<file path="config.mk">
export PLATFORM = sky130hd
export DESIGN_NAME = kcce_ctrl
export DESIGN_NICKNAME = d
export VERILOG_FILES = /design/src/hdl/kcce_pkg.sv /design/src/hdl/kcce_ctrl.sv
export SDC_FILE = /design/constraint.sdc
export NUM_CORES = 1
export LEC_CHECK = 0
export BUFFER_PORTS_ARGS = -buffer_cell sky130_fd_sc_hd__buf_2
export CAP_MARGIN = 30
export CORE_UTILIZATION = 55
export CTS_BUF_LIST = sky130_fd_sc_hd__clkbuf_8
export DETAILED_ROUTE_END_ITERATION = 10
export PLACE_DENSITY = 0.77
export SYNTH_ARGS = -nofsm -noshare
export SYNTH_HDL_FRONTEND = slang
export SYNTH_SLANG_ARGS = --single-unit
</file>
<file path="constraint.sdc">
create_clock -name clock -period 2.29 [get_ports clock]
set_clock_uncertainty 0.05 [all_clocks]
set_input_delay 0.1145 -clock clock [delete_from_list [all_inputs] [get_ports clock]]
set_output_delay 0.1145 -clock clock [all_outputs]
set_load 0.05 [all_outputs]
</file>
<file path="src/hdl/kcce_pkg.sv">
// ----------------------------------------------------------------------------
// kcce_pkg
// Shared types, codes and constants for the keyframe cubic channel evaluator.
// ----------------------------------------------------------------------------
package kcce_pkg;

   // Input item actions.
   localparam logic [1:0] ACT_KEY_TIME = 2'd0;
   localparam logic [1:0] ACT_COEF     = 2'd1;
   localparam logic [1:0] ACT_SEEK     = 2'd2;

   // Coefficient vector selects.
   localparam logic [1:0] COEF_A = 2'd0;
   localparam logic [1:0] COEF_B = 2'd1;
   localparam logic [1:0] COEF_C = 2'd2;
   localparam logic [1:0] COEF_D = 2'd3;

   // Register map of the configuration port.
   localparam int CSR_IDX_W = 2;
   localparam logic [CSR_IDX_W-1:0] CSR_KEY_COUNT = 2'd0;
   localparam logic [CSR_IDX_W-1:0] CSR_ROT_MODE  = 2'd1;

   // Fixed widths and constants.
   localparam int KC_W        = 9;
   localparam int BLEND_W     = 17;
   localparam int VW          = 36;   // Horner accumulator width
   localparam int SQRT_STEPS  = 32;   // one result bit per step
   localparam int CNT_W       = 5;
   localparam logic [BLEND_W-1:0] BLEND_ONE = 17'd65536;

   // Quotient bits produced by the shared divider.
   function automatic int div_steps(int frac_bits);
      int r;
      r = (frac_bits + 3 > 17) ? frac_bits + 3 : 17;
      return r;
   endfunction

   // Controller states.
   typedef enum logic [4:0] {
      ST_IDLE, ST_RD_LAST, ST_CLAMP, ST_RD_NEXT, ST_FWD, ST_RD_SEG, ST_BACK,
      ST_RD_END, ST_GET_END, ST_BDIV, ST_BLEND, ST_RD_COEF, ST_COEF, ST_MUL,
      ST_ADD, ST_SAT, ST_SQ, ST_ACC, ST_SQRT_INIT, ST_SQRT, ST_HCHK,
      ST_RSETUP, ST_RDIV, ST_RDONE, ST_ZERO, ST_OUT
   } ctrl_state_type;

   // Datapath operations.
   typedef enum logic [4:0] {
      OP_NONE, OP_LOAD, OP_RD_LAST, OP_CLAMP, OP_RD_NEXT, OP_FWD, OP_RD_SEG,
      OP_BACK, OP_GET_END, OP_DIV, OP_BLEND, OP_RD_COEF, OP_LOAD_D, OP_MUL,
      OP_ADD, OP_SAT, OP_SQ, OP_ACC, OP_SQRT_INIT, OP_SQRT, OP_RSETUP,
      OP_RDONE, OP_ZERO, OP_OUT
   } dp_op_type;

   typedef struct packed {
      dp_op_type  op;
      logic [1:0] lane;
      logic [1:0] vsel;
   } dp_cmd_type;

   typedef struct packed {
      logic fwd_go;
      logic back_go;
      logic rot_mode;
      logic h_zero;
      logic out_free;
   } dp_status_type;

endpackage

</file>
<file path="src/hdl/kcce_ctrl.sv">
// ----------------------------------------------------------------------------
// kcce_ctrl
// Controller: sequences the seek, divide, Horner and rotation steps.
// ----------------------------------------------------------------------------
module kcce_ctrl #(
   parameter int FRAC_BITS = 16
) (
   input  logic                     clock,
   input  logic                     reset,
   input  logic                     req_valid,
   input  logic [1:0]               req_action,
   output logic                     req_stall,
   input  kcce_pkg::dp_status_type  sts,
   output kcce_pkg::dp_cmd_type     cmd
);

   localparam int DQ = kcce_pkg::div_steps(FRAC_BITS);
   localparam int CW = kcce_pkg::CNT_W;

   kcce_pkg::ctrl_state_type state_ff, state_in;
   logic [1:0]    lane_ff, lane_in;
   logic [1:0]    vsel_ff, vsel_in;
   logic [CW-1:0] cnt_ff, cnt_in;

   // State register.
   always_ff @(posedge clock) begin
      if (reset) begin
         state_ff <= kcce_pkg::ST_IDLE;
         lane_ff  <= '0;
         vsel_ff  <= '0;
         cnt_ff   <= '0;
      end else begin
         state_ff <= state_in;
         lane_ff  <= lane_in;
         vsel_ff  <= vsel_in;
         cnt_ff   <= cnt_in;
      end
   end

   // Next state and datapath commands.
   always_comb begin
      state_in  = state_ff;
      lane_in   = lane_ff;
      vsel_in   = vsel_ff;
      cnt_in    = cnt_ff;
      cmd.op    = kcce_pkg::OP_NONE;
      cmd.lane  = lane_ff;
      cmd.vsel  = vsel_ff;
      req_stall = 1'b1;
      unique case (state_ff)
         kcce_pkg::ST_IDLE: begin
            req_stall = 1'b0;
            if (req_valid) begin
               cmd.op = kcce_pkg::OP_LOAD;
               if (req_action == kcce_pkg::ACT_SEEK) begin
                  state_in = kcce_pkg::ST_RD_LAST;
               end
            end
         end
         kcce_pkg::ST_RD_LAST: begin
            cmd.op   = kcce_pkg::OP_RD_LAST;
            state_in = kcce_pkg::ST_CLAMP;
         end
         kcce_pkg::ST_CLAMP: begin
            cmd.op   = kcce_pkg::OP_CLAMP;
            state_in = kcce_pkg::ST_RD_NEXT;
         end
         kcce_pkg::ST_RD_NEXT: begin
            cmd.op   = kcce_pkg::OP_RD_NEXT;
            state_in = kcce_pkg::ST_FWD;
         end
         kcce_pkg::ST_FWD: begin
            cmd.op   = kcce_pkg::OP_FWD;
            state_in = sts.fwd_go ? kcce_pkg::ST_RD_NEXT : kcce_pkg::ST_RD_SEG;
         end
         kcce_pkg::ST_RD_SEG: begin
            cmd.op   = kcce_pkg::OP_RD_SEG;
            state_in = kcce_pkg::ST_BACK;
         end
         kcce_pkg::ST_BACK: begin
            cmd.op   = kcce_pkg::OP_BACK;
            state_in = sts.back_go ? kcce_pkg::ST_RD_SEG : kcce_pkg::ST_RD_END;
         end
         kcce_pkg::ST_RD_END: begin
            cmd.op   = kcce_pkg::OP_RD_NEXT;
            state_in = kcce_pkg::ST_GET_END;
         end
         kcce_pkg::ST_GET_END: begin
            cmd.op   = kcce_pkg::OP_GET_END;
            cnt_in   = '0;
            state_in = kcce_pkg::ST_BDIV;
         end
         kcce_pkg::ST_BDIV: begin
            cmd.op = kcce_pkg::OP_DIV;
            cnt_in = cnt_ff + CW'(1);
            if (cnt_ff == CW'(DQ - 1)) begin
               state_in = kcce_pkg::ST_BLEND;
            end
         end
         kcce_pkg::ST_BLEND: begin
            cmd.op   = kcce_pkg::OP_BLEND;
            vsel_in  = kcce_pkg::COEF_D;
            state_in = kcce_pkg::ST_RD_COEF;
         end
         kcce_pkg::ST_RD_COEF: begin
            cmd.op   = kcce_pkg::OP_RD_COEF;
            state_in = kcce_pkg::ST_COEF;
         end
         kcce_pkg::ST_COEF: begin
            if (vsel_ff == kcce_pkg::COEF_D) begin
               cmd.op   = kcce_pkg::OP_LOAD_D;
               vsel_in  = kcce_pkg::COEF_C;
               state_in = kcce_pkg::ST_RD_COEF;
            end else begin
               lane_in  = '0;
               state_in = kcce_pkg::ST_MUL;
            end
         end
         kcce_pkg::ST_MUL: begin
            cmd.op   = kcce_pkg::OP_MUL;
            state_in = kcce_pkg::ST_ADD;
         end
         kcce_pkg::ST_ADD: begin
            cmd.op = kcce_pkg::OP_ADD;
            if (lane_ff == 2'd3) begin
               if (vsel_ff == kcce_pkg::COEF_A) begin
                  state_in = kcce_pkg::ST_SAT;
               end else begin
                  vsel_in  = vsel_ff - 2'd1;
                  state_in = kcce_pkg::ST_RD_COEF;
               end
            end else begin
               lane_in  = lane_ff + 2'd1;
               state_in = kcce_pkg::ST_MUL;
            end
         end
         kcce_pkg::ST_SAT: begin
            cmd.op   = kcce_pkg::OP_SAT;
            lane_in  = '0;
            state_in = sts.rot_mode ? kcce_pkg::ST_SQ : kcce_pkg::ST_OUT;
         end
         kcce_pkg::ST_SQ: begin
            cmd.op   = kcce_pkg::OP_SQ;
            state_in = kcce_pkg::ST_ACC;
         end
         kcce_pkg::ST_ACC: begin
            cmd.op = kcce_pkg::OP_ACC;
            if (lane_ff == 2'd3) begin
               state_in = kcce_pkg::ST_SQRT_INIT;
            end else begin
               lane_in  = lane_ff + 2'd1;
               state_in = kcce_pkg::ST_SQ;
            end
         end
         kcce_pkg::ST_SQRT_INIT: begin
            cmd.op   = kcce_pkg::OP_SQRT_INIT;
            cnt_in   = '0;
            state_in = kcce_pkg::ST_SQRT;
         end
         kcce_pkg::ST_SQRT: begin
            cmd.op = kcce_pkg::OP_SQRT;
            cnt_in = cnt_ff + CW'(1);
            if (cnt_ff == CW'(kcce_pkg::SQRT_STEPS - 1)) begin
               state_in = kcce_pkg::ST_HCHK;
            end
         end
         kcce_pkg::ST_HCHK: begin
            lane_in  = '0;
            state_in = sts.h_zero ? kcce_pkg::ST_ZERO : kcce_pkg::ST_RSETUP;
         end
         kcce_pkg::ST_RSETUP: begin
            cmd.op   = kcce_pkg::OP_RSETUP;
            cnt_in   = '0;
            state_in = kcce_pkg::ST_RDIV;
         end
         kcce_pkg::ST_RDIV: begin
            cmd.op = kcce_pkg::OP_DIV;
            cnt_in = cnt_ff + CW'(1);
            if (cnt_ff == CW'(DQ - 1)) begin
               state_in = kcce_pkg::ST_RDONE;
            end
         end
         kcce_pkg::ST_RDONE: begin
            cmd.op = kcce_pkg::OP_RDONE;
            if (lane_ff == 2'd3) begin
               state_in = kcce_pkg::ST_OUT;
            end else begin
               lane_in  = lane_ff + 2'd1;
               state_in = kcce_pkg::ST_RSETUP;
            end
         end
         kcce_pkg::ST_ZERO: begin
            cmd.op   = kcce_pkg::OP_ZERO;
            state_in = kcce_pkg::ST_OUT;
         end
         kcce_pkg::ST_OUT: begin
            if (sts.out_free) begin
               cmd.op   = kcce_pkg::OP_OUT;
               state_in = kcce_pkg::ST_IDLE;
            end
         end
         default: begin
            state_in = kcce_pkg::ST_IDLE;
         end
      endcase
   end

endmodule

</file>
---- Word level (Yosys, flattened, before mapping) ----
Cells that the tools add are included.
storage, ports and cells
  output and inout bits ................... 10
  register bits after elaboration ......... 14
  input bits .............................. 10
  logic and storage cells ................. 91
cells by class
  add/sub/neg operators ................... 3
  multiplexer cells ....................... 29
  reduce and logical (&&, ||, !) cells .... 14
  equal/unequal tests ..................... 41
operators by type and width
  kind                   number
  $pmux W5 S26           1
  $pmux W5 S23           1
  $eq A5 B5 Y1 const B   12
  $eq A5 B4 Y1 const B   8
  $mux W5                8
  $ne A2 B2 Y1 const B   11
  $eq A5 B3 Y1 const B   4
  $mux W4                4
  $mux W2                7
  $pmux W2 S3            2
  $eq A5 B2 Y1 const B   2
  $pmux W5 S2            1
  $mux W3                3
  $reduce_or A3 Y1       3
  $eq A2 B2 Y1 const B   3
  $reduce_and A6 Y1      1
  $reduce_bool A3 Y1     2
  $reduce_or A2 Y1       3
  $add A5 B1 Y5 const B  1
  $eq A5 B1 Y1 const B   1
  $logic_not A5 Y1       1
  $reduce_and A4 Y1      1
  $reduce_and A3 Y1      1
  $add A2 B1 Y2 const B  1
  4 further kinds        5

---- Depth between registers and ports, before layout ----
  depth after elaboration ................. 4
  gate-level depth with buffers ........... 8

---- Worst setup path before layout ----
OpenSTA, ideal clock, no wires.
  kind .................................... flip-flop to output port
  from .................................... reg state_ff[1]
  to ...................................... out cmd[8] in the netlist's numbering
  setup slack ............................. -0.093 ns
  data required time ...................... 2.125 ns
  arrival time ............................ 2.219 ns
  cell stages (with the launch flop) ...... 8
  cells stage by stage .................... dfxtp_1 buf_6 buf_6 buf_4 buf_2 inv_1 nand2_1 a221oi_1
RTL lines
  what                    RTL line         source
  start, declared         kcce_ctrl.sv:20  kcce_pkg::ctrl_state_type state_ff, state_in;
  start signal, assigned  kcce_ctrl.sv:28  state_ff <= kcce_pkg::ST_IDLE;
  start signal, assigned  kcce_ctrl.sv:33  state_ff <= state_in;
  end, declared           kcce_ctrl.sv:14  output kcce_pkg::dp_cmd_type cmd

==> metrics.txt <==
outcome completed; VDD IR max roughly 0.65 mV; critical-path cell list buf_4, nand2b_1, nor2_1, a21oi_1, o221ai_1, buf_2; drt first pass iters 5; minimum clock period 2.16 ns; Top Layer Used met4; CTS clock-pin slew for the worst setup and hold paths 0.06 ns; Inserted Diodes 0; Worst Path Max Fanout 12; Root Buffer clkbuf_8; fillcell total 227; R2R setup slack 0.21 ns; Worst R2R Path Depth 8; H-tree levels 1; Crit-path slowest cell dfxtp_1; syn_nets 206; top post-synthesis cells by area dfxtp_1 (19%), ha_1 (5.0%), nand2b_1 (4.6%), buf_6 (3.8%), nor2_1 (3.8%); Chip Height between 50 and 60 um; WL final 3850 um; Cells after Synth 190; Post-DP HPWL roughly 2800 um; Hold Path Class input pin to flip-flop; Clock Latency Late Sink ~0.25 ns; Num CTS Buffers 3; critical path capture point type output port; drt wl/cell 16.3 um; gr usage total 28.1%; Via Count 1,535; die width 54.1 um; WP data required 2.13 ns; worst r2r src cnt_ff[0]; Synth top area share 18.8%; RSZ-0062 raised after global routing no; Rows 18; final setup vio count 0; Worst Setup Path Type flip-flop to output port; # clock sinks 14; setup bufs post-CTS 0; Worst Max-Slew Pin Slew 0.565 ns; largest net degree at the start of global routing 24; syn avg cell area 7.84 sq um; Max-slew headroom roughly 62%; Synth Register Bits 14; Setup crit end cmd[5]; mapped cell area 1490 sq um; vias per cell 6.50; I/O pin count 20; Port-buffer cells 19; Final Max Slew Viols 0; crit path from state_ff[3]; final worst-path cycle share 94.3%; Synth Flop Type dfxtp_1; maxcap violations 0; P per Cell Area around 820 nW/um^2; synthesis-to-layout area growth 10.5%; r2r endpoint state_ff[1]; Initial Util around three fifths; Post-DRT Antenna Nets 0; fmax approximately 0.46 GHz; register area share after synthesis 18.8%; number of DRC markers in iteration 0 78; total gr overflow 0; Ys Warns 0; core area around 2500 sq um; first-pass GRT wire length ~6000 um; crit path DAT between 1.5 and 2 ns; CTS tree built; CTS Hold Buffers Added 0; met3 WL 295 um; Post-Route M1 WL about 1700 um; share of cells above drive strength 1 roughly a fifth; Yosys top cell by area dfxtp_1; Post-synth EDFFs 0; Hold Vio Cnt, Final 0; Static Leak 0.629 nW; CTS max path bufs 2; die area 2920 sq um; delay of the slowest critical-path stage 0.55 ns; Post-layout nets 223; distinct cell type count after synthesis 59; Sum Neg Setup Slack 0 ns; number of global-route vias before repair between 1,000 and 1,500; CP Launch Type flip-flop; # DRC 0; fraction of registers with async set/reset 0%; met2 wire length 1780 um; RD Place Congestion 0.893; Finished Core Util around two thirds; initial antenna violation count 0
[power by group]
| part | internal, W | switching [W] | leakage (nW) | total (W) |
|---|---|---|---|---|
| clock network | 0.000152 | 0.0000931 | 0.0288 | 0.000245 |
| registers | 0.000264 | 0.0000606 | 0.114 | 0.000324 |
| logic | 0.000267 | 0.000514 | 0.486 | 0.000782 |
| total | 0.000684 | 0.000668 | 0.629 | 0.00135 |
[area by class of cell]
| type | count | area [sq um] | share of cell area, % |
|---|---|---|---|
| repair buffers | 29 | 170 | 10.3 |
| clock buffers | 4 | 55.1 | 3.34 |
| flip-flops and latches | 14 | 282 | 17.1 |
| well taps | 30 | 37.5 | 2.28 |
| inverters | 10 | 41.3 | 2.51 |
| multi-input cells | 149 | 1060 | 64.4 |
[cells by family (layout without fill, tap and decap cells)]
family / Yosys count / in the layout / synth area share (%)
buf+inv: 27 / 43 / 10.4
fa+ha+maj: 6 / 6 / 5.04
flops: 14 / 14 / 18.8
xor+xnor: 2 / 2 / 1.18
mux: 3 / 3 / 2.02
simple gates: 72 / 72 / 27.8
compound gates: 66 / 66 / 34.8
[placed cells by master (no fill, tap or decap), types with 6 or more instances in the layout]
master	count
a21oi_1	11
buf_2	19
buf_4	10
dfxtp_1	13
ha_1	6
inv_1	9
nand2_1	11
nand2b_1	11
nand3_1	8
nor2_1	15
o21ai_0	11
[stage by stage]
step	std cells	instance area, sq um	power, W	setup slack [ns]	hold WS (ns)
4_1_cts	236	1640	0.00133	0.101	0.180
2_1_floorplan	190	1500	0.000989	0.143	0.137
5_1_grt	236	1650	0.00142	0.0269	0.185
3_3_place_gp	232	1590	0.00108	0.271	0.416
6_report	236	1650	0.00135	0.131	0.178
3_5_place_dp	232	1590	0.00109	0.257	0.430
[worst min-delay path by stage]
| stage | to | from | cells past startpoint |
|---|---|---|---|
| global placement | state_ff[2] | reset | 2 |
| floorplan | state_ff[1] | reset | 1 |
| detailed placement | state_ff[2] | reset | 2 |
| CTS | state_ff[2] | reset | 2 |
| global route | state_ff[2] | reset | 2 |
| finish | state_ff[2] | reset | 2 |
[cell usage after synthesis (2+ instances only)]
master / number
nor2_1: 15
ha_1: 6
o21ai_0: 11
o2111ai_1: 2
a21oi_1: 11
and2b_1: 3
clkbuf_1: 4
a32oi_1: 3
a22oi_1: 3
dfxtp_1: 14
nand3_1: 8
buf_4: 3
a211oi_1: 5
nor2b_1: 4
nand2b_1: 11
a311oi_1: 5
inv_1: 10
nand4_1: 2
nand2_1: 11
nor3b_1: 4
nand3b_1: 2
a31oi_1: 2
buf_2: 4
buf_6: 5
o211ai_1: 2
mux2i_1: 3
xor2_1: 2
o22ai_1: 4
[routing by layer]
metal  track usage, %  vias up
met5                0        -
met4             8.12        0
met3             5.37        6
met2             43.6       58
met1             39.2      722
li1                 -      749
[critical path: cells and delay by family, from the launching register on]
family,cells,cell delay [ns]
AOI/OAI and AO/OA,2,0.29
and+or+nand+nor,2,0.35
DFF,1,0.55
buffers and inverters,2,0.56
[timing repair]
item                                    in CTS  in global routing
resized for setup                            0                  2
endpoints found under the setup margin       0                  1
endpoints found under the hold margin        0                  0
[sequential cells by signal, summed over array words and instances, names as in the netlist]
| signal | count |
|---|---|
| cnt_ff | 5 |
| lane_ff | 2 |
| state_ff | 5 |
| vsel_ff | 2 |
(Power assumes the default switching activity.)
